File: config.mk
export PLATFORM = sky130hd
export DESIGN_NAME = sgr_fifo
export DESIGN_NICKNAME = d
export VERILOG_FILES = /design/src/design/sgr_fifo.sv
export SDC_FILE = /design/constraint.sdc
export NUM_CORES = 1
export LEC_CHECK = 0
export ABC_AREA = 0
export BUFFER_PORTS_ARGS = -buffer_cell sky130_fd_sc_hd__buf_2
export CAP_MARGIN = 0
export CORE_MARGIN = 4
export CORE_UTILIZATION = 44
export DETAILED_ROUTE_END_ITERATION = 16
export HOLD_SLACK_MARGIN = 0.03
export PLACE_DENSITY = 0.72
export SYNTH_ARGS = -nofsm -noshare
export SYNTH_HDL_FRONTEND = slang
export SYNTH_SLANG_ARGS = --single-unit
export TNS_END_PERCENT = 50
File: constraint.sdc
create_clock -name clk -period 1.3 [get_ports clk]
set_input_delay 0.195 -clock clk [delete_from_list [all_inputs] [get_ports clk]]
set_output_delay 0.195 -clock clk [all_outputs]
set_load 0.01 [all_outputs]
File: src/design/sgr_fifo.sv
module sgr_fifo #(
	parameter int WIDTH = 8,
	parameter int DEPTH = 2
) (
	input  logic             clk,
	input  logic             arst_n,
	input  logic             push_valid,
	output logic             push_ready,
	input  logic [WIDTH-1:0] push_data,
	output logic             pop_valid,
	input  logic             pop_ready,
	output logic [WIDTH-1:0] pop_data
);

	localparam int AW = (DEPTH > 1) ? $clog2(DEPTH) : 1;
	localparam int CW = $clog2(DEPTH + 1);

	logic [WIDTH-1:0] mem_q [DEPTH];
	logic [AW-1:0] wr_ptr_q;
	logic [AW-1:0] rd_ptr_q;
	logic [CW-1:0] cnt_q;
	logic push;
	logic pop;

	assign push_ready = cnt_q != CW'(DEPTH);
	assign pop_valid = cnt_q != '0;
	assign pop_data = mem_q[rd_ptr_q];
	assign push = push_valid && push_ready;
	assign pop = pop_valid && pop_ready;

	always_ff @(posedge clk) begin
		if (push) begin
			mem_q[wr_ptr_q] <= push_data;
		end
	end

	always_ff @(posedge clk or negedge arst_n) begin
		if (!arst_n) begin
			wr_ptr_q <= '0;
			rd_ptr_q <= '0;
			cnt_q <= '0;
		end else begin
			if (push) begin
				wr_ptr_q <= (wr_ptr_q == AW'(DEPTH - 1)) ? '0 : wr_ptr_q + AW'(1);
			end
			if (pop) begin
				rd_ptr_q <= (rd_ptr_q == AW'(DEPTH - 1)) ? '0 : rd_ptr_q + AW'(1);
			end
			if (push && !pop) begin
				cnt_q <= cnt_q + CW'(1);
			end else if (pop && !push) begin
				cnt_q <= cnt_q - CW'(1);
			end
		end
	end

endmodule

==> impl_results.md <==
* Outcome: finished, violations left
* Failing checks: setup timing
* Flip-flop and latch count after synthesis at 20
* Most frequent CP cell: buf_6
* CTS Sinks at 20
* Antenna diode instance count at 0
* Die Width at 50.3 um
* Core area at 1710 um^2
* Number of synthesized flops with an enable pin at 16
* Synthesized area per cell at 18.3 um^2
* Share of layout cells above drive strength 1 at 0.679
* # fillers at 134
* Max-cap violations at 0
* Synth Area in Compound Gates at 0
* Worst-Margin Slew at 209 ps
* CTS tree: yes
* Area growth syn-to-layout at 43.1%
* FF+latch area at 582 um^2
* Vias at 462
* Setup TNS at -1710 ps
* Post-synthesis adder-cell area fraction at 0.0159
* Die Ht at 50.3 um
* Final min period at 1480 ps
* Total power at 2.53 mW
* Largest area contributor in the netlist: edfxtp_1
* Critical path endpoint category: primary output
* Fmax at 0.674 GHz
* Pwr per Cell Area at 2250 nW/um^2
* Clock root cell: clkbuf_4
* Most used DFF post-synth: edfxtp_1
* Vias per inst at 4.49
* Count of final setup violators at 18
* DIE AREA at 2530 um^2
* Critical path's top delay family: flip-flops
* Number of global-route vias before repair at 478
* Period utilization at 1.14
* Leakage at 0.457 nW
* Gpl congestion at 0.696
* Initial antenna violation count at 0
* DR DRC count at 0
* Skew final at 1.88 ps
* Syn Inst Count at 43
* Peak VDD IR at 1.39 mV
* Total track usage at 0.115
* CP max stage cell: dfrtp_2
* Setup CP Type: flip-flop to primary output
* Router iterations before antenna repair at 3
* CP bufs+invs at 2
* I/O pin cnt at 22
* Row cnt at 15
* Total Nets Final at 92
* Worst Path Max Fanout at 5
* Final Non-Filler Cells at 103
* CP Cell Sequence: buf_6, mux2_2, buf_6
* Clock Tree Buf Depth at 2
* Relative slew slack at 0.861
* Worst setup margin at -185 ps
* Initial DRC Count at 8
* Netlist cell types at 14
* DP HPWL at 913 um
* RSZ-0062 raised after global routing: true
* Net count after synthesis at 56
* Ranking of synthesized cells by area: edfxtp_1 (61%), dfrtp_1 (13%), mux2_2 (11%)
* Placed Cells at 93
* Port Buffer Count at 21
* Largest family of logic cells by synthesized area: multiplexers
* Multiplexer share of the synthesized area at 0.114
* Num CTS Buffers at 3
* First-pass GRT wire length at 2100 um
* Post-synthesis sequential area ratio at 0.738
* Crit path required time at 1110 ps
* Multi-input gate area at 231 um^2
* Post-Synth Simple-Gate Area at 0.0652
* Count leader, synth: edfxtp_1
* Synthesis Warnings at 0
* Initial core utilization at 0.461
* Worst hold margin at 82.8 ps
* Htree depth at 1
* CP Launch Type: flip-flop
* Slew Viols, Final at 0
* Final Hold Vio Count at 0
* Remaining global-route overflow at 0
* FFs w/ async S/R, synth at 0.200
* Post-synthesis xor/xnor area fraction at 0.0556
* DRT antenna net count at 0
* Hold Path Class: primary input to flip-flop
* Largest net degree at the start of global routing at 12
* Later-pin clock latency in the skew report at 290 ps
* Post-layout util at 0.659
* Top cell type's share of synthesized area at 0.610
* Routed length per instance at 13.6 um
* Slowest cell delay on critical path at 400 ps
* Synth top cells by count: edfxtp_1 (16), mux2_2 (8), dfrtp_1 (4), xnor2_1 (3)
* WL final at 1410 um
* Synthesized cell area at 787 um^2
* WP data arrival at 1290 ps
* Clock slew at reported path FFs at 110 ps
## final cells by class
| cell class | instances | share of cell area |
|---|---|---|
| Tap cell | 25 | 0.0278 |
| Multi-Input combinational cell | 21 | 0.206 |
| Sequential cell | 20 | 0.517 |
| Inverter | 1 | 0.00333 |
| Clock inverter | 1 | 0.00333 |
| Clock buffer | 3 | 0.0200 |
| Timing Repair Buffer | 32 | 0.223 |
## power by group
part | switching (mW) | internal [mW] | total (mW)
combinational | 0.515 | 0.743 | 1.26
clock | 0.178 | 0.112 | 0.290
sequential | 0.0835 | 0.899 | 0.982
total | 0.777 | 1.75 | 2.53
## worst reg2reg max path: stages, from the launching register on
cell	delay, ps
dfrtp_1	420
or2_4	280
nand2_4	70
ha_4	130
xor2_2	170
nor2_4	40
xor2_1	130
## metrics by stage
stage	setup slack (ps)	area, um^2
finish	-185	1130
global placement	-31.4	958
floorplan	-65.5	790
CTS	-181	1050
detailed placement	-67.6	958
global route	-249	1130
## registers in the layout (all words and copies together) (netlist names)
register / count
rd_ptr_q: 1
mem_q: 16
wr_ptr_q: 1
cnt_q: 2
## cell usage in the layout (no fill, tap or decap), types with 3 or more instances in the layout
cell	count
clkbuf_4	3
edfxtp_1	16
buf_6	11
buf_4	7
dfrtp_1	3
mux2_2	8
xnor2_1	3
buf_2	13
## worst paths after layout
| check | from | endpoint | slack, ps | depth (start not counted) |
|---|---|---|---|---|
| setup / recovery | rd_ptr_q$_DFFE_PN0P_ | pop_data[2] | -180 | 3 |
| hold / removal | push_data[5] | mem_q[0][5]$_DFFE_PP_ | 80 | 1 |
| setup reg to reg | cnt_q[1]$_DFFE_PN0P_ | cnt_q[1]$_DFFE_PN0P_ | -50 | 6 |
| hold reg to reg | cnt_q[1]$_DFFE_PN0P_ | cnt_q[1]$_DFFE_PN0P_ | 520 | 1 |
| max in group asynchronous | arst_n | rd_ptr_q$_DFFE_PN0P_ | 950 | 2 |
| min in group asynchronous | arst_n | cnt_q[1]$_DFFE_PN0P_ | 220 | 2 |
## logic make-up after synthesis
| logic type | Yosys count |
|---|---|
| DFF | 20 |
| muxes | 8 |
| and+or+nand+nor | 7 |
| xor gates and xnor gates | 5 |
| buffers and inverters | 2 |
| adders and majority gates | 1 |
## routing by layer
layer	share of wire	track usage	vias to the layer above	wire length, um
met5	0	0	-	0
li1	-	-	226	-
met2	0.58	0.196	11	810
met1	0.38	0.130	223	536
met3	0.031	0.0208	2	43
met4	0.010	0.0807	0	14
## timing repair
item | in CTS | in global routing
hold endpoints to repair | 4 | 0
resized for setup | 10 | 12
pin swaps | 1 | 5
hold buffers | 1 | 0
setup endpoints to repair | 10 | 27
buffers inserted | 2 | 3
No activity file was read; power rests on OpenSTA's default activity.
