`config.mk`:
```
export PLATFORM = sky130hd
export DESIGN_NAME = sgr_back
export DESIGN_NICKNAME = d
export VERILOG_FILES = /design/src/design/sgr_pkg.sv /design/src/design/sgr_back.sv
export SDC_FILE = /design/constraint.sdc
export NUM_CORES = 1
export LEC_CHECK = 0
export ABC_AREA = 1
export BUFFER_PORTS_ARGS = -buffer_cell sky130_fd_sc_hd__buf_2
export CORE_MARGIN = 5
export CORE_UTILIZATION = 45
export DETAILED_ROUTE_END_ITERATION = 6
export GPL_ROUTABILITY_DRIVEN = 1
export GPL_TIMING_DRIVEN = 0
export PLACE_DENSITY = 0.7
export SYNTH_ARGS = -nofsm -noshare
export SYNTH_HDL_FRONTEND = slang
export SYNTH_SLANG_ARGS = --single-unit
export TNS_END_PERCENT = 1
```
`constraint.sdc`:
```
create_clock -name clk -period 16.3 [get_ports clk]
set_input_delay 2.445 -clock clk [delete_from_list [all_inputs] [get_ports clk]]
set_output_delay 2.445 -clock clk [all_outputs]
set_load 0.1 [all_outputs]
```
`src/design/sgr_pkg.sv`:
```
package sgr_pkg;

	localparam logic [7:0] CHAR_FIRST = 8'd32;
	localparam logic [7:0] CHAR_LAST = 8'd127;
	localparam logic [6:0] QMARK_IDX = 7'd31;
	localparam int FONT_COLS = 5;
	localparam int FONT_ROWS = 8;

	typedef struct packed {
		logic [7:0] char_code;
		logic [9:0] pos_x;
		logic [9:0] pos_y;
		logic [15:0] fg_color;
		logic [15:0] bg_color;
		logic [7:0] magnify;
	} sgr_req_t;

	typedef struct packed {
		logic accepted;
		logic [9:0] win_x0;
		logic [9:0] win_y0;
		logic [9:0] win_x1;
		logic [9:0] win_y1;
		logic [4:0] row_index;
		logic [17:0] row_mask;
		logic [4:0] row_width;
		logic [15:0] out_fg;
		logic [15:0] out_bg;
		logic last;
	} sgr_rsp_t;

	typedef struct packed {
		logic rej;
		logic [1:0] sc;
		logic [39:0] glyph;
		logic [9:0] x0;
		logic [9:0] y0;
		logic [9:0] x1;
		logic [9:0] y1;
		logic [15:0] fg;
		logic [15:0] bg;
	} sgr_cmd_t;

	// Five font columns, leftmost column in the top byte, bit n of a byte is font row n.
	function automatic logic [39:0] glyph_rom(input logic [6:0] idx);
		logic [39:0] g;
		unique case (idx)
			7'd0: g = 40'h0000000000;
			7'd1: g = 40'h00005F0000;
			7'd2: g = 40'h0007000700;
			7'd3: g = 40'h147F147F14;
			7'd4: g = 40'h242A7F2A12;
			7'd5: g = 40'h2313086462;
			7'd6: g = 40'h3649552250;
			7'd7: g = 40'h0005030000;
			7'd8: g = 40'h001C224100;
			7'd9: g = 40'h0041221C00;
			7'd10: g = 40'h14083E0814;
			7'd11: g = 40'h08083E0808;
			7'd12: g = 40'h0050300000;
			7'd13: g = 40'h0808080808;
			7'd14: g = 40'h0060600000;
			7'd15: g = 40'h2010080402;
			7'd16: g = 40'h3E5149453E;
			7'd17: g = 40'h00427F4000;
			7'd18: g = 40'h4261514946;
			7'd19: g = 40'h2141454B31;
			7'd20: g = 40'h1814127F10;
			7'd21: g = 40'h2745454539;
			7'd22: g = 40'h3C4A494930;
			7'd23: g = 40'h0171090503;
			7'd24: g = 40'h3649494936;
			7'd25: g = 40'h064949291E;
			7'd26: g = 40'h0036360000;
			7'd27: g = 40'h0056360000;
			7'd28: g = 40'h0814224100;
			7'd29: g = 40'h1414141414;
			7'd30: g = 40'h0041221408;
			7'd31: g = 40'h0201510906;
			7'd32: g = 40'h324979413E;
			7'd33: g = 40'h7E1111117E;
			7'd34: g = 40'h7F49494936;
			7'd35: g = 40'h3E41414122;
			7'd36: g = 40'h7F4141221C;
			7'd37: g = 40'h7F49494941;
			7'd38: g = 40'h7F09090901;
			7'd39: g = 40'h3E4149497A;
			7'd40: g = 40'h7F0808087F;
			7'd41: g = 40'h00417F4100;
			7'd42: g = 40'h2040413F01;
			7'd43: g = 40'h7F08142241;
			7'd44: g = 40'h7F40404040;
			7'd45: g = 40'h7F020C027F;
			7'd46: g = 40'h7F0408107F;
			7'd47: g = 40'h3E4141413E;
			7'd48: g = 40'h7F09090906;
			7'd49: g = 40'h3E4151215E;
			7'd50: g = 40'h7F09192946;
			7'd51: g = 40'h4649494931;
			7'd52: g = 40'h01017F0101;
			7'd53: g = 40'h3F4040403F;
			7'd54: g = 40'h1F2040201F;
			7'd55: g = 40'h3F4038403F;
			7'd56: g = 40'h6314081463;
			7'd57: g = 40'h0708700807;
			7'd58: g = 40'h6151494543;
			7'd59: g = 40'h007F414100;
			7'd60: g = 40'h0204081020;
			7'd61: g = 40'h0041417F00;
			7'd62: g = 40'h0402010204;
			7'd63: g = 40'h4040404040;
			7'd64: g = 40'h0001020400;
			7'd65: g = 40'h2054545478;
			7'd66: g = 40'h7F48444438;
			7'd67: g = 40'h3844444420;
			7'd68: g = 40'h384444487F;
			7'd69: g = 40'h3854545418;
			7'd70: g = 40'h087E090102;
			7'd71: g = 40'h0C5252523E;
			7'd72: g = 40'h7F08040478;
			7'd73: g = 40'h00447D4000;
			7'd74: g = 40'h2040443D00;
			7'd75: g = 40'h7F10284400;
			7'd76: g = 40'h00417F4000;
			7'd77: g = 40'h7C04180478;
			7'd78: g = 40'h7C08040478;
			7'd79: g = 40'h3844444438;
			7'd80: g = 40'h7C14141408;
			7'd81: g = 40'h081414187C;
			7'd82: g = 40'h7C08040408;
			7'd83: g = 40'h4854545420;
			7'd84: g = 40'h043F444020;
			7'd85: g = 40'h3C4040207C;
			7'd86: g = 40'h1C2040201C;
			7'd87: g = 40'h3C4030403C;
			7'd88: g = 40'h4428102844;
			7'd89: g = 40'h0C5050503C;
			7'd90: g = 40'h4464544C44;
			7'd91: g = 40'h0008364100;
			7'd92: g = 40'h00007F0000;
			7'd93: g = 40'h0041360800;
			7'd94: g = 40'h0804081008;
			default: g = 40'h0000000000;
		endcase
		return g;
	endfunction

endpackage

```
`src/design/sgr_back.sv`:
```
module sgr_back (
	input  logic              clk,
	input  logic              arst_n,
	input  logic              cmd_valid,
	output logic              cmd_ready,
	input  sgr_pkg::sgr_cmd_t cmd,
	output logic              rsp_valid,
	input  logic              rsp_ready,
	output sgr_pkg::sgr_rsp_t rsp
);

	sgr_pkg::sgr_cmd_t cmd_q;
	sgr_pkg::sgr_rsp_t rsp_q;
	sgr_pkg::sgr_rsp_t word;
	logic busy_q;
	logic rsp_valid_q;
	logic [1:0] s_q;
	logic [2:0] frow_q;
	logic [4:0] r_q;
	logic [17:0] mask;
	logic [4:0] cw;
	logic last_row;
	logic emit;
	logic fin;
	logic pop;

	assign cw = {2'b00, cmd_q.sc, 1'b0} + {1'b0, cmd_q.sc, 2'b00};
	assign last_row = (s_q == cmd_q.sc - 2'd1) && (frow_q == 3'(sgr_pkg::FONT_ROWS - 1));
	assign emit = busy_q && (!rsp_valid_q || rsp_ready);
	assign fin = emit && (cmd_q.rej || last_row);
	assign cmd_ready = !busy_q || fin;
	assign pop = cmd_valid && cmd_ready;

	// Each font column is repeated scale times; the sixth cell column stays background.
	always_comb begin
		logic b;
		mask = '0;
		for (int c = 0; c < sgr_pkg::FONT_COLS; c++) begin
			b = cmd_q.glyph[(sgr_pkg::FONT_COLS - 1 - c) * 8 + int'(frow_q)];
			unique case (cmd_q.sc)
				2'd1: mask[c] = b;
				2'd2: mask[2 * c +: 2] = {2{b}};
				2'd3: mask[3 * c +: 3] = {3{b}};
				default: mask = '0;
			endcase
		end
	end

	always_comb begin
		word = '0;
		word.last = 1'b1;
		if (!cmd_q.rej) begin
			word.accepted = 1'b1;
			word.win_x0 = cmd_q.x0;
			word.win_y0 = cmd_q.y0;
			word.win_x1 = cmd_q.x1;
			word.win_y1 = cmd_q.y1;
			word.row_index = r_q;
			word.row_mask = mask;
			word.row_width = cw;
			word.out_fg = cmd_q.fg;
			word.out_bg = cmd_q.bg;
			word.last = last_row;
		end
	end

	always_ff @(posedge clk) begin
		if (pop) begin
			cmd_q <= cmd;
		end
		if (emit) begin
			rsp_q <= word;
		end
	end

	always_ff @(posedge clk or negedge arst_n) begin
		if (!arst_n) begin
			busy_q <= 1'b0;
			rsp_valid_q <= 1'b0;
			s_q <= '0;
			frow_q <= '0;
			r_q <= '0;
		end else begin
			if (pop) begin
				busy_q <= 1'b1;
				s_q <= '0;
				frow_q <= '0;
				r_q <= '0;
			end else if (fin) begin
				busy_q <= 1'b0;
			end else if (emit) begin
				r_q <= r_q + 5'd1;
				if (s_q == cmd_q.sc - 2'd1) begin
					s_q <= '0;
					frow_q <= frow_q + 3'd1;
				end else begin
					s_q <= s_q + 2'd1;
				end
			end
			if (emit) begin
				rsp_valid_q <= 1'b1;
			end else if (rsp_ready) begin
				rsp_valid_q <= 1'b0;
			end
		end
	end

	assign rsp_valid = rsp_valid_q;
	assign rsp = rsp_q;

endmodule

```
==> impl_metrics.env, run 1 <==
export IMPL_hold_buffers=0
export IMPL_rsz0062_at_grt="no"
export IMPL_hold_end="rsp_valid"
export IMPL_drive_gt1_frac=0.335
export IMPL_ios=223
export IMPL_dp_hpwl_um=11900
export IMPL_die_w_um=145
export IMPL_cts_sinks=221
export IMPL_grtUsageTotal=0.152
export IMPL_reg2regPathDepth=12
export IMPL_synthCells=589
export IMPL_core_sq_um=18000
export IMPL_viasPerCell=4.53
export IMPL_die_area_sq_um=21100
export IMPL_wl_per_cell_um=15.3
export IMPL_critPathKind="input port to output pin"
export IMPL_outcome="completed"
export IMPL_timing_final_crit_share=0.380
export IMPL_vias=4895
export IMPL_synth_edf_count=209
export IMPL_worst_slew_pin_slew_ns=0.714
export IMPL_slew_headroom=0.524
export IMPL_overflow=0
export IMPL_hold_path_startpoint="rsp_valid"
export IMPL_area_delta_synth_final_pct=26.3
export IMPL_ys_types=29
export IMPL_hold_violations=0
export IMPL_crit_chain="buf_2 > inv_1 > nand2_1 > nand2_1 > inv_4 > nand2_2 > nand2_4 > buf_2"
export IMPL_cp_max_fo=33
export IMPL_async_flop_share=0.0543
export IMPL_critical_path_slowest_cell="buf_2"
export IMPL_r2r_setup_slack_ns=13.51
export IMPL_ys_flop_type="edfxtp_1"
export IMPL_grt_pass1_vias=4891
export IMPL_cap_violations=0
export IMPL_yosysWarningCount=0
export IMPL_arrival_ns=3.75
export IMPL_portBuffers=218
export IMPL_rows=49
export IMPL_gp_congestion=0.746
export IMPL_seq_area_frac_synth=0.797
export IMPL_end_kind="output pin"
export IMPL_cts_setup_buffers=0
export IMPL_h_tree_depth=1
export IMPL_final_cell_mix="buf_2, edfxtp_1, nor2_1, inv_1, nand2_1"
export IMPL_cts_tree="done"
export IMPL_fmax_mhz=162
export IMPL_ant_nets=0
export IMPL_holdPathStages=2
export IMPL_grt_pass1_wl_um=25900
export IMPL_start_kind="input port"
export IMPL_setup_violations=0
export IMPL_numCtsBuffers=22
export IMPL_hp_class="flip-flop to flip-flop"
export IMPL_ys_ff_latch=221
export IMPL_wl_um=16500
export IMPL_crit_family="buffers and inverters"
export IMPL_critPathRequiredTime_ns=13.86
export IMPL_grt_max_degree=65
export IMPL_finalNetCount=962
export IMPL_drc=0
export IMPL_clock_latency_ns=0.48
export IMPL_critPathBufInv=4
export IMPL_critPathLaunch="rsp_ready"
export IMPL_syn_avg_cell_area_sq_um=14.0
export IMPL_cpPeakStageDelay_ns=0.43
export IMPL_layout_commonest_cell="buf_2"
export IMPL_antenna_found_initial=0
export IMPL_die_y_um=145
export IMPL_dr_pass1_iters=4
export IMPL_cts_resized=0
export IMPL_drv_slew=0
export IMPL_clk_pin_slew_ns=0.05
export IMPL_r2r_end="cmd_q[86]"
export IMPL_syn_cell_area_sq_um=8250
export IMPL_finalClockSkew_ns=0.00893
export IMPL_period_needed_ns=6.19
export IMPL_r2r_start="cmd_q[112]"
export IMPL_start_util=0.458
export IMPL_cts_buffer_depth=3
export IMPL_drt_initial_drc_count=287
export IMPL_cts_root_buffer_cell="clkbuf_16"
export IMPL_timing_setup_tns_ns=0
[state kept, by name (all words and copies together), names as in the netlist]
name / flops
busy_q: 1
cmd_q: 115
frow_q: 3
r_q: 5
rsp: 94
rsp_valid: 1
s_q: 2
[cell families after synthesis]
kind of cell             after synthesis  share of synthesized area
flip-flops                           221                      0.797
AND/OR/NAND/NOR                      193                     0.0965
buffers and inverters                124                     0.0645
AO/OA/AOI/OAI                         41                     0.0285
adder cells (fa/ha/maj)                7                     0.0106
XOR/XNOR                               2                    0.00212
other                                  1                   0.000455
[worst min-delay path: cells and delay by family (launching register included)]
kind	cells	cell delay [ns]
simple gates	2	0.14
flops	1	0.34
[how the worst max path moves through the flow]
stage               cells after the start   endpoint
floorplan                               8   cmd_q[0]
global placement                        9  cmd_q[30]
detailed placement                      8  cmd_ready
CTS                                     8  cmd_ready
global route                            8  cmd_ready
finish                                  8  cmd_ready
[cells in the mapped netlist, types with 4 or more instances]
cell type    n  area share
ha_1         7       0.011
inv_1       97       0.044
o211ai_1     6      0.0055
nand4_1      4      0.0030
nand2_1     39       0.018
dfrtp_1     12       0.036
nor2_1     126       0.057
clkbuf_1     9      0.0041
o21ai_0     23       0.014
buf_4       12       0.011
nand3_1     11      0.0067
o21ai_1      4      0.0024
a21oi_1      5      0.0030
edfxtp_1   209        0.76
nand2_2      6      0.0046
[area by class of cell]
class / count / area [sq um]
antenna: 2 / 5.00
buffer: 25 / 160
clock buffer: 26 / 587
clock inverter: 11 / 126
fill: 1453 / 7610
inverter: 99 / 377
multi-input combinational: 247 / 1150
sequential: 221 / 6580
tap: 229 / 287
timing repair buffer: 220 / 1150
[routing by layer]
| metal | track usage | up-vias | routed length, um |
|---|---|---|---|
| met3 | 0.0367 | 22 | 1370 |
| met4 | 0.0373 | 0 | 270 |
| li1 | - | 2449 | - |
| met1 | 0.202 | 2238 | 6780 |
| met2 | 0.255 | 186 | 8070 |
| met5 | 0 | - | 0 |
[through the flow]
| stage | area (sq um) | setup WS, ns | hold slack [ns] | cells | utilization |
|---|---|---|---|---|---|
| global route | 10400 | 9.99 | 0.549 | 1078 | 0.578 |
| floorplan | 8260 | 8.42 | 0.505 | 592 | - |
| global placement | 9640 | 6.77 | 0.483 | 1039 | 0.535 |
| detailed placement | 9700 | 10.08 | 0.501 | 1041 | 0.538 |
| CTS | 10400 | 10.07 | 0.515 | 1078 | 0.578 |
| finish | 10400 | 10.11 | 0.507 | 1080 | 0.578 |
Power of run 1 is left out: the tool's default activity adds up to more than one toggle a clock period on the data nets, which glitch-free logic cannot reach.
==> run 2: changes to the inputs <==
--- a/config.mk
+++ b/config.mk
@@ -12,7 +12,7 @@
 export DETAILED_ROUTE_END_ITERATION = 6
 export GPL_ROUTABILITY_DRIVEN = 1
 export GPL_TIMING_DRIVEN = 0
-export PLACE_DENSITY = 0.7
+export PLACE_DENSITY = 0.73
 export SYNTH_ARGS = -nofsm -noshare
 export SYNTH_HDL_FRONTEND = slang
 export SYNTH_SLANG_ARGS = --single-unit
==> constraint.sdc (replaced) <==
create_clock -name clk -period 5.02 [get_ports clk]
set_input_delay 0.753 -clock clk [delete_from_list [all_inputs] [get_ports clk]]
set_output_delay 0.753 -clock clk [all_outputs]
set_load 0.1 [all_outputs]
==> impl_metrics.env, run 2 (synthesized netlist as in run 1, its figures left out) <==
export IMPL_start_kind="input port"
export IMPL_cts_sinks=221
export IMPL_grt_max_degree=47
export IMPL_area_delta_synth_final_pct=26.3
export IMPL_reg2regPathDepth=9
export IMPL_pre_cts_slack_ns=1.42
export IMPL_slew_headroom=0.487
export IMPL_drv_slew=0
export IMPL_hold_violations=0
export IMPL_vias=4931
export IMPL_setup_violations=0
export IMPL_critical_path_slowest_cell="clkinvlp_4"
export IMPL_drt_initial_drc_count=235
export IMPL_viasPerCell=4.57
export IMPL_largest_reg_flops=115
export IMPL_critPathKind="input port to output pin"
export IMPL_cts_root_buffer_cell="clkbuf_16"
export IMPL_critPathBufInv=5
export IMPL_h_tree_depth=1
export IMPL_gr_usage_met1=0.187
export IMPL_cts_setup_buffers=0
export IMPL_cpPeakStageDelay_ns=0.49
export IMPL_critPathRequiredTime_ns=4.27
export IMPL_die_y_um=145
export IMPL_fmax_mhz=317
export IMPL_dp_hpwl_um=12100
export IMPL_start_util=0.458
export IMPL_drc=0
export IMPL_antenna_cells=0
export IMPL_end_kind="output pin"
export IMPL_crit_chain="buf_2 > inv_1 > nand2_1 > nand2_1 > clkinvlp_4 > buf_12 > nand2_2 > nand2_4 > buf_2"
export IMPL_regMostFlops="cmd_q"
export IMPL_arrival_ns=2.41
export IMPL_die_area_sq_um=21100
export IMPL_cts_buffer_depth=3
export IMPL_dr_pass1_iters=4
export IMPL_portBuffers=218
export IMPL_r2r_setup_slack_ns=1.99
export IMPL_die_w_um=145
export IMPL_grtUsageTotal=0.152
export IMPL_cap_violations=0
export IMPL_worst_slew_pin_slew_ns=0.770
export IMPL_overflow=0
export IMPL_cts_resized=0
export IMPL_wl_um=16500
export IMPL_setup_ws_ns=1.86
export IMPL_finalClockSkew_ns=0.0145
export IMPL_r2r_start="rsp_valid"
export IMPL_crit_family="buffers and inverters"
export IMPL_period_needed_ns=3.16
export IMPL_hp_class="input port to async pin"
export IMPL_rsz0062_at_grt="no"
export IMPL_finalNetCount=964
export IMPL_r2r_end="cmd_q[17]"
export IMPL_core_sq_um=18000
export IMPL_gp_congestion=0.816
export IMPL_antenna_found_initial=0
export IMPL_numCtsBuffers=22
export IMPL_use_met2=0.271
export IMPL_layout_commonest_cell="buf_2"
export IMPL_clock_latency_ns=0.49
export IMPL_cp_max_fo=29
export IMPL_cts_tree="done"
export IMPL_rows=49
export IMPL_drive_gt1_frac=0.336
export IMPL_outcome="completed"
export IMPL_ant_nets=0
export IMPL_clk_pin_slew_ns=0.06
export IMPL_ios=223
export IMPL_hold_buffers=0
export IMPL_busiest_layer="met2"
export IMPL_grt_pass1_vias=4957
export IMPL_use_met3=0.0358
export IMPL_grt_pass1_wl_um=26000
export IMPL_timing_final_crit_share=0.629
export IMPL_wl_per_cell_um=15.3
export IMPL_final_cell_mix="buf_2, edfxtp_1, nor2_1, inv_1, nand2_1"
export IMPL_timing_setup_tns_ns=0
-- run 2: cell types whose count changed in the layout (fill, tap and decap cells not counted), moves of 2 or more --
cell	delta
clkinvlp_4	+2
buf_12	+4
buf_16	-2
clkbuf_1	+2
diode_2	-2
inv_4	-2
-- run 2: layout make-up --
| class | instances | area [sq um] |
|---|---|---|
| Fill cell | 1438 | 7610 |
| Sequential cell | 221 | 6580 |
| Timing Repair Buffer | 222 | 1170 |
| Multi-Input combinational cell | 247 | 1150 |
| Clock buffer | 28 | 594 |
| Inverter | 99 | 379 |
| Tap cell | 229 | 287 |
| Buffer | 25 | 160 |
| Clock inverter | 9 | 96.3 |
-- run 2: how the worst max path moves through the flow --
stage | from | end | slack (ns) | cells past startpoint
after floorplan | rsp_ready | cmd_q[0] | 0.01 | 8
after global placement | rsp_ready | cmd_q[16] | -1.07 | 9
after detailed placement | rsp_ready | cmd_q[16] | 1.42 | 11
after CTS | cmd_q[112] | cmd_ready | 1.79 | 10
after global routing | rsp_ready | cmd_ready | 1.66 | 9
final | rsp_ready | cmd_ready | 1.86 | 9
-- run 2: per-layer routing --
layer  part of all wire  routed length (um)  vias up
li1                   -                   -     2449
met1               0.39                6510     2278
met2               0.51                8400      179
met3              0.078                1290       25
met4              0.018                 297        0
met5                  0                   0        -
-- run 2: worst register-to-register path, cell delays in order, from the launching register on --
cell,delay [ns]
dfrtp_2,0.36
nand2_1,0.08
nand2_1,0.12
clkinvlp_4,0.49
buf_12,0.38
nand2_2,0.09
nand2_4,0.06
nand2_4,0.10
clkinvlp_4,0.60
buf_12,0.45
-- run 2: per-stage QoR --
| step | std cells | instance area [sq um] | utilization | hold WS, ns |
|---|---|---|---|---|
| floorplan | 592 | 8270 | - | 0.457 |
| global placement | 1039 | 9650 | 0.535 | 0.496 |
| detailed placement | 1043 | 9730 | 0.540 | 0.516 |
| CTS | 1080 | 10400 | 0.578 | 0.121 |
| global route | 1080 | 10400 | 0.578 | 0.130 |
| finish | 1080 | 10400 | 0.578 | 0.132 |
Power of run 2 is left out for the same reason.
==> run 3: changes to the inputs <==
--- a/config.mk
+++ b/config.mk
@@ -5,14 +5,14 @@
 export SDC_FILE = /design/constraint.sdc
 export NUM_CORES = 1
 export LEC_CHECK = 0
-export ABC_AREA = 1
+export ABC_AREA = 0
 export BUFFER_PORTS_ARGS = -buffer_cell sky130_fd_sc_hd__buf_2
 export CORE_MARGIN = 5
 export CORE_UTILIZATION = 45
 export DETAILED_ROUTE_END_ITERATION = 6
 export GPL_ROUTABILITY_DRIVEN = 1
 export GPL_TIMING_DRIVEN = 0
-export PLACE_DENSITY = 0.73
+export PLACE_DENSITY = 0.7
 export SYNTH_ARGS = -nofsm -noshare
 export SYNTH_HDL_FRONTEND = slang
 export SYNTH_SLANG_ARGS = --single-unit
==> constraint.sdc (replaced) <==
create_clock -name clk -period 3.1 [get_ports clk]
set_input_delay 0.465 -clock clk [delete_from_list [all_inputs] [get_ports clk]]
set_output_delay 0.465 -clock clk [all_outputs]
set_load 0.1 [all_outputs]
==> impl_metrics.env, run 3 <==
export IMPL_ys_ff_latch=221
export IMPL_hp_class="input port to flip-flop"
export IMPL_start_util=0.452
export IMPL_rows=49
export IMPL_regMostFlops="cmd_q"
export IMPL_timing_final_crit_share=0.929
export IMPL_arrival_ns=2.42
export IMPL_cts_sinks=221
export IMPL_cts_tree="done"
export IMPL_clockPowerShare=0.344
export IMPL_wl_um=15800
export IMPL_area_delta_synth_final_pct=27.8
export IMPL_p_int_mw=5.46
export IMPL_viasPerCell=4.85
export IMPL_crit_chain="inv_1 > ha_1 > xor2_1 > a31oi_1 > o21ai_1 > buf_6"
export IMPL_period_needed_ns=2.88
export IMPL_pwr_density_cell_nw_per_um2=752
export IMPL_hold_violations=0
export IMPL_ys_types=38
export IMPL_yosysWarningCount=0
export IMPL_cts_setup_buffers=0
export IMPL_overflow=0
export IMPL_drt_initial_drc_count=193
export IMPL_cp_max_fo=5
export IMPL_peakVddDrop_mv=0.532
export IMPL_cts_root_buffer_cell="clkbuf_16"
export IMPL_setup_violations=0
export IMPL_core_sq_um=17800
export IMPL_comb_power_share=0.189
export IMPL_clock_latency_ns=0.50
export IMPL_gp_congestion=0.770
export IMPL_yosysTopAreaCell="edfxtp_1"
export IMPL_numCtsBuffers=24
export IMPL_ios=223
export IMPL_synth_top_area_share=0.778
export IMPL_worst_slew_pin_slew_ns=0.913
export IMPL_synthCells=428
export IMPL_syn_cell_area_sq_um=8070
export IMPL_timing_setup_tns_ns=0
export IMPL_critical_path_slowest_cell="edfxtp_1"
export IMPL_synth_area_leaders="edfxtp_1, nor2b_1, dfrtp_1"
export IMPL_largest_reg_flops=115
export IMPL_die_w_um=144
export IMPL_p_leak_nw=4.04
export IMPL_critPathKind="flip-flop to output pin"
export IMPL_cap_violations=0
export IMPL_grt_pass1_vias=4676
export IMPL_wl_per_cell_um=17.1
export IMPL_antenna_found_initial=2
export IMPL_pre_cts_slack_ns=0.194
export IMPL_finalClockSkew_ns=0.00730
export IMPL_p_seq_frac=0.467
export IMPL_finalNetCount=805
export IMPL_drv_slew=0
export IMPL_h_tree_depth=1
export IMPL_critPathBufInv=2
export IMPL_async_flop_share=0.0543
export IMPL_end_kind="output pin"
export IMPL_slew_headroom=0.392
export IMPL_fmax_mhz=347
export IMPL_critPathRequiredTime_ns=2.63
export IMPL_cts_buffer_depth=3
export IMPL_layout_commonest_cell="buf_2"
export IMPL_die_y_um=144
export IMPL_drc=0
export IMPL_setup_ws_ns=0.220
export IMPL_synth_common_cells="edfxtp_1, nor2b_1, clkbuf_1, dfrtp_1"
export IMPL_r2r_setup_slack_ns=0.22
export IMPL_synth_edf_count=209
export IMPL_clk_pin_slew_ns=0.06
export IMPL_grt_pass1_wl_um=24200
export IMPL_net_switching_power_mw=2.29
export IMPL_dp_hpwl_um=11500
export IMPL_fin_util=0.578
export IMPL_whs_ns=0.141
export IMPL_final_cell_mix="buf_2, edfxtp_1, nor2b_1, clkbuf_16, clkbuf_1"
export IMPL_outcome="completed"
export IMPL_drive_gt1_frac=0.399
export IMPL_die_area_sq_um=20700
export IMPL_ys_flop_type="edfxtp_1"
export IMPL_crit_family="flip-flops"
export IMPL_ant_nets=0
export IMPL_yosys_cell_count_top_type="edfxtp_1"
export IMPL_cpPeakStageDelay_ns=0.46
export IMPL_grtUsageTotal=0.149
export IMPL_syn_avg_cell_area_sq_um=18.9
export IMPL_seq_area_frac_synth=0.815
export IMPL_vias=4480
export IMPL_portBuffers=218
export IMPL_dr_pass1_iters=4
export IMPL_start_kind="flip-flop"
export IMPL_antenna_cells=0
export IMPL_grt_max_degree=125
export IMPL_p_sw_frac=0.296
-- run 3: cell types whose count changed after synthesis, moves of 6 or more --
cell      delta
nand2_2      -6
nand3_1      -8
mux4_2       +7
o21ai_0     -15
inv_1       -90
a21oi_1      +6
o211ai_1     -6
o31ai_1      +6
nor2_1     -122
nor2b_1     +82
nand2_1     -28
-- run 3: final timing paths --
check / from / cells past startpoint / to
worst max-delay path: cmd_q[112] / 6 / cmd_ready
worst min-delay path: cmd[94] / 1 / cmd_q[94]
worst max register to register: cmd_q[112] / 6 / cmd_q[8]
worst min register to register: cmd_q[65] / 1 / rsp[94]
max in group asynchronous: arst_n / 2 / frow_q[1]
min in group asynchronous: arst_n / 2 / rsp_valid
-- run 3: worst reg2reg max path: cells and delay by family, from the launching register on --
kind | cells | cell delay, ns
adder cells (fa/ha/maj) | 1 | 0.34
flip-flops | 1 | 0.46
buffers and inverters | 2 | 0.77
AO/OA/AOI/OAI | 2 | 0.51
XOR/XNOR | 1 | 0.28
-- run 3: through the flow --
| step | area, sq um | total power [mW] | cells |
|---|---|---|---|
| 2_1_floorplan | 8090 | 4.85 | 431 |
| 3_3_place_gp | 9470 | 5.12 | 878 |
| 3_5_place_dp | 9550 | 5.16 | 881 |
| 4_1_cts | 10300 | 7.85 | 923 |
| 5_1_grt | 10300 | 8.04 | 923 |
| 6_report | 10300 | 7.76 | 923 |
-- run 3: layout make-up --
class	instances	area (sq um)
inverter	7	26.3
tap	229	287
sequential	221	6580
buffer	23	138
clock buffer	29	641
multi-input combinational	180	1360
fill	1355	7530
timing repair buffer	222	1170
clock inverter	12	109
-- run 3: cells by family (layout without fill, tap and decap cells) --
kind of cell / after synthesis / in the layout / share of synthesized area
flops: 221 / 221 / 0.815
simple gates: 121 / 121 / 0.0907
compound gates: 31 / 31 / 0.0229
buf+inv: 30 / 293 / 0.0189
mux: 15 / 15 / 0.0392
fa+ha+maj: 7 / 7 / 0.0109
xor+xnor: 2 / 2 / 0.00217
other cells: 1 / 4 / 0.000465
-- run 3: power groups by stage --
| stage | clock network [mW] | logic, mW | registers [mW] |
|---|---|---|---|
| 2_1_floorplan | 0 | 0.374 | 4.48 |
| 3_3_place_gp | 0 | 1.44 | 3.69 |
| 3_5_place_dp | 0 | 1.48 | 3.68 |
| 4_1_cts | 2.75 | 1.48 | 3.62 |
| 5_1_grt | 2.87 | 1.53 | 3.64 |
| 6_report | 2.67 | 1.47 | 3.62 |
-- run 3: metal layers --
layer | GRT usage | vias to the layer above | routed length (um)
li1 | - | 2111 | -
met1 | 0.183 | 2163 | 5940
met2 | 0.257 | 174 | 8000
met3 | 0.0443 | 28 | 1490
met4 | 0.0396 | 4 | 325
met5 | 0 | - | 21
-- run 3: repair_timing --
action | 4_1_cts | 5_1_grt
hold endpoints to repair | 12 | 0
endpoints found under the setup margin | 1 | 86
resized for setup | 1 | 3
hold buffers | 1 | 0
Power figures use the tool's default switching activity.
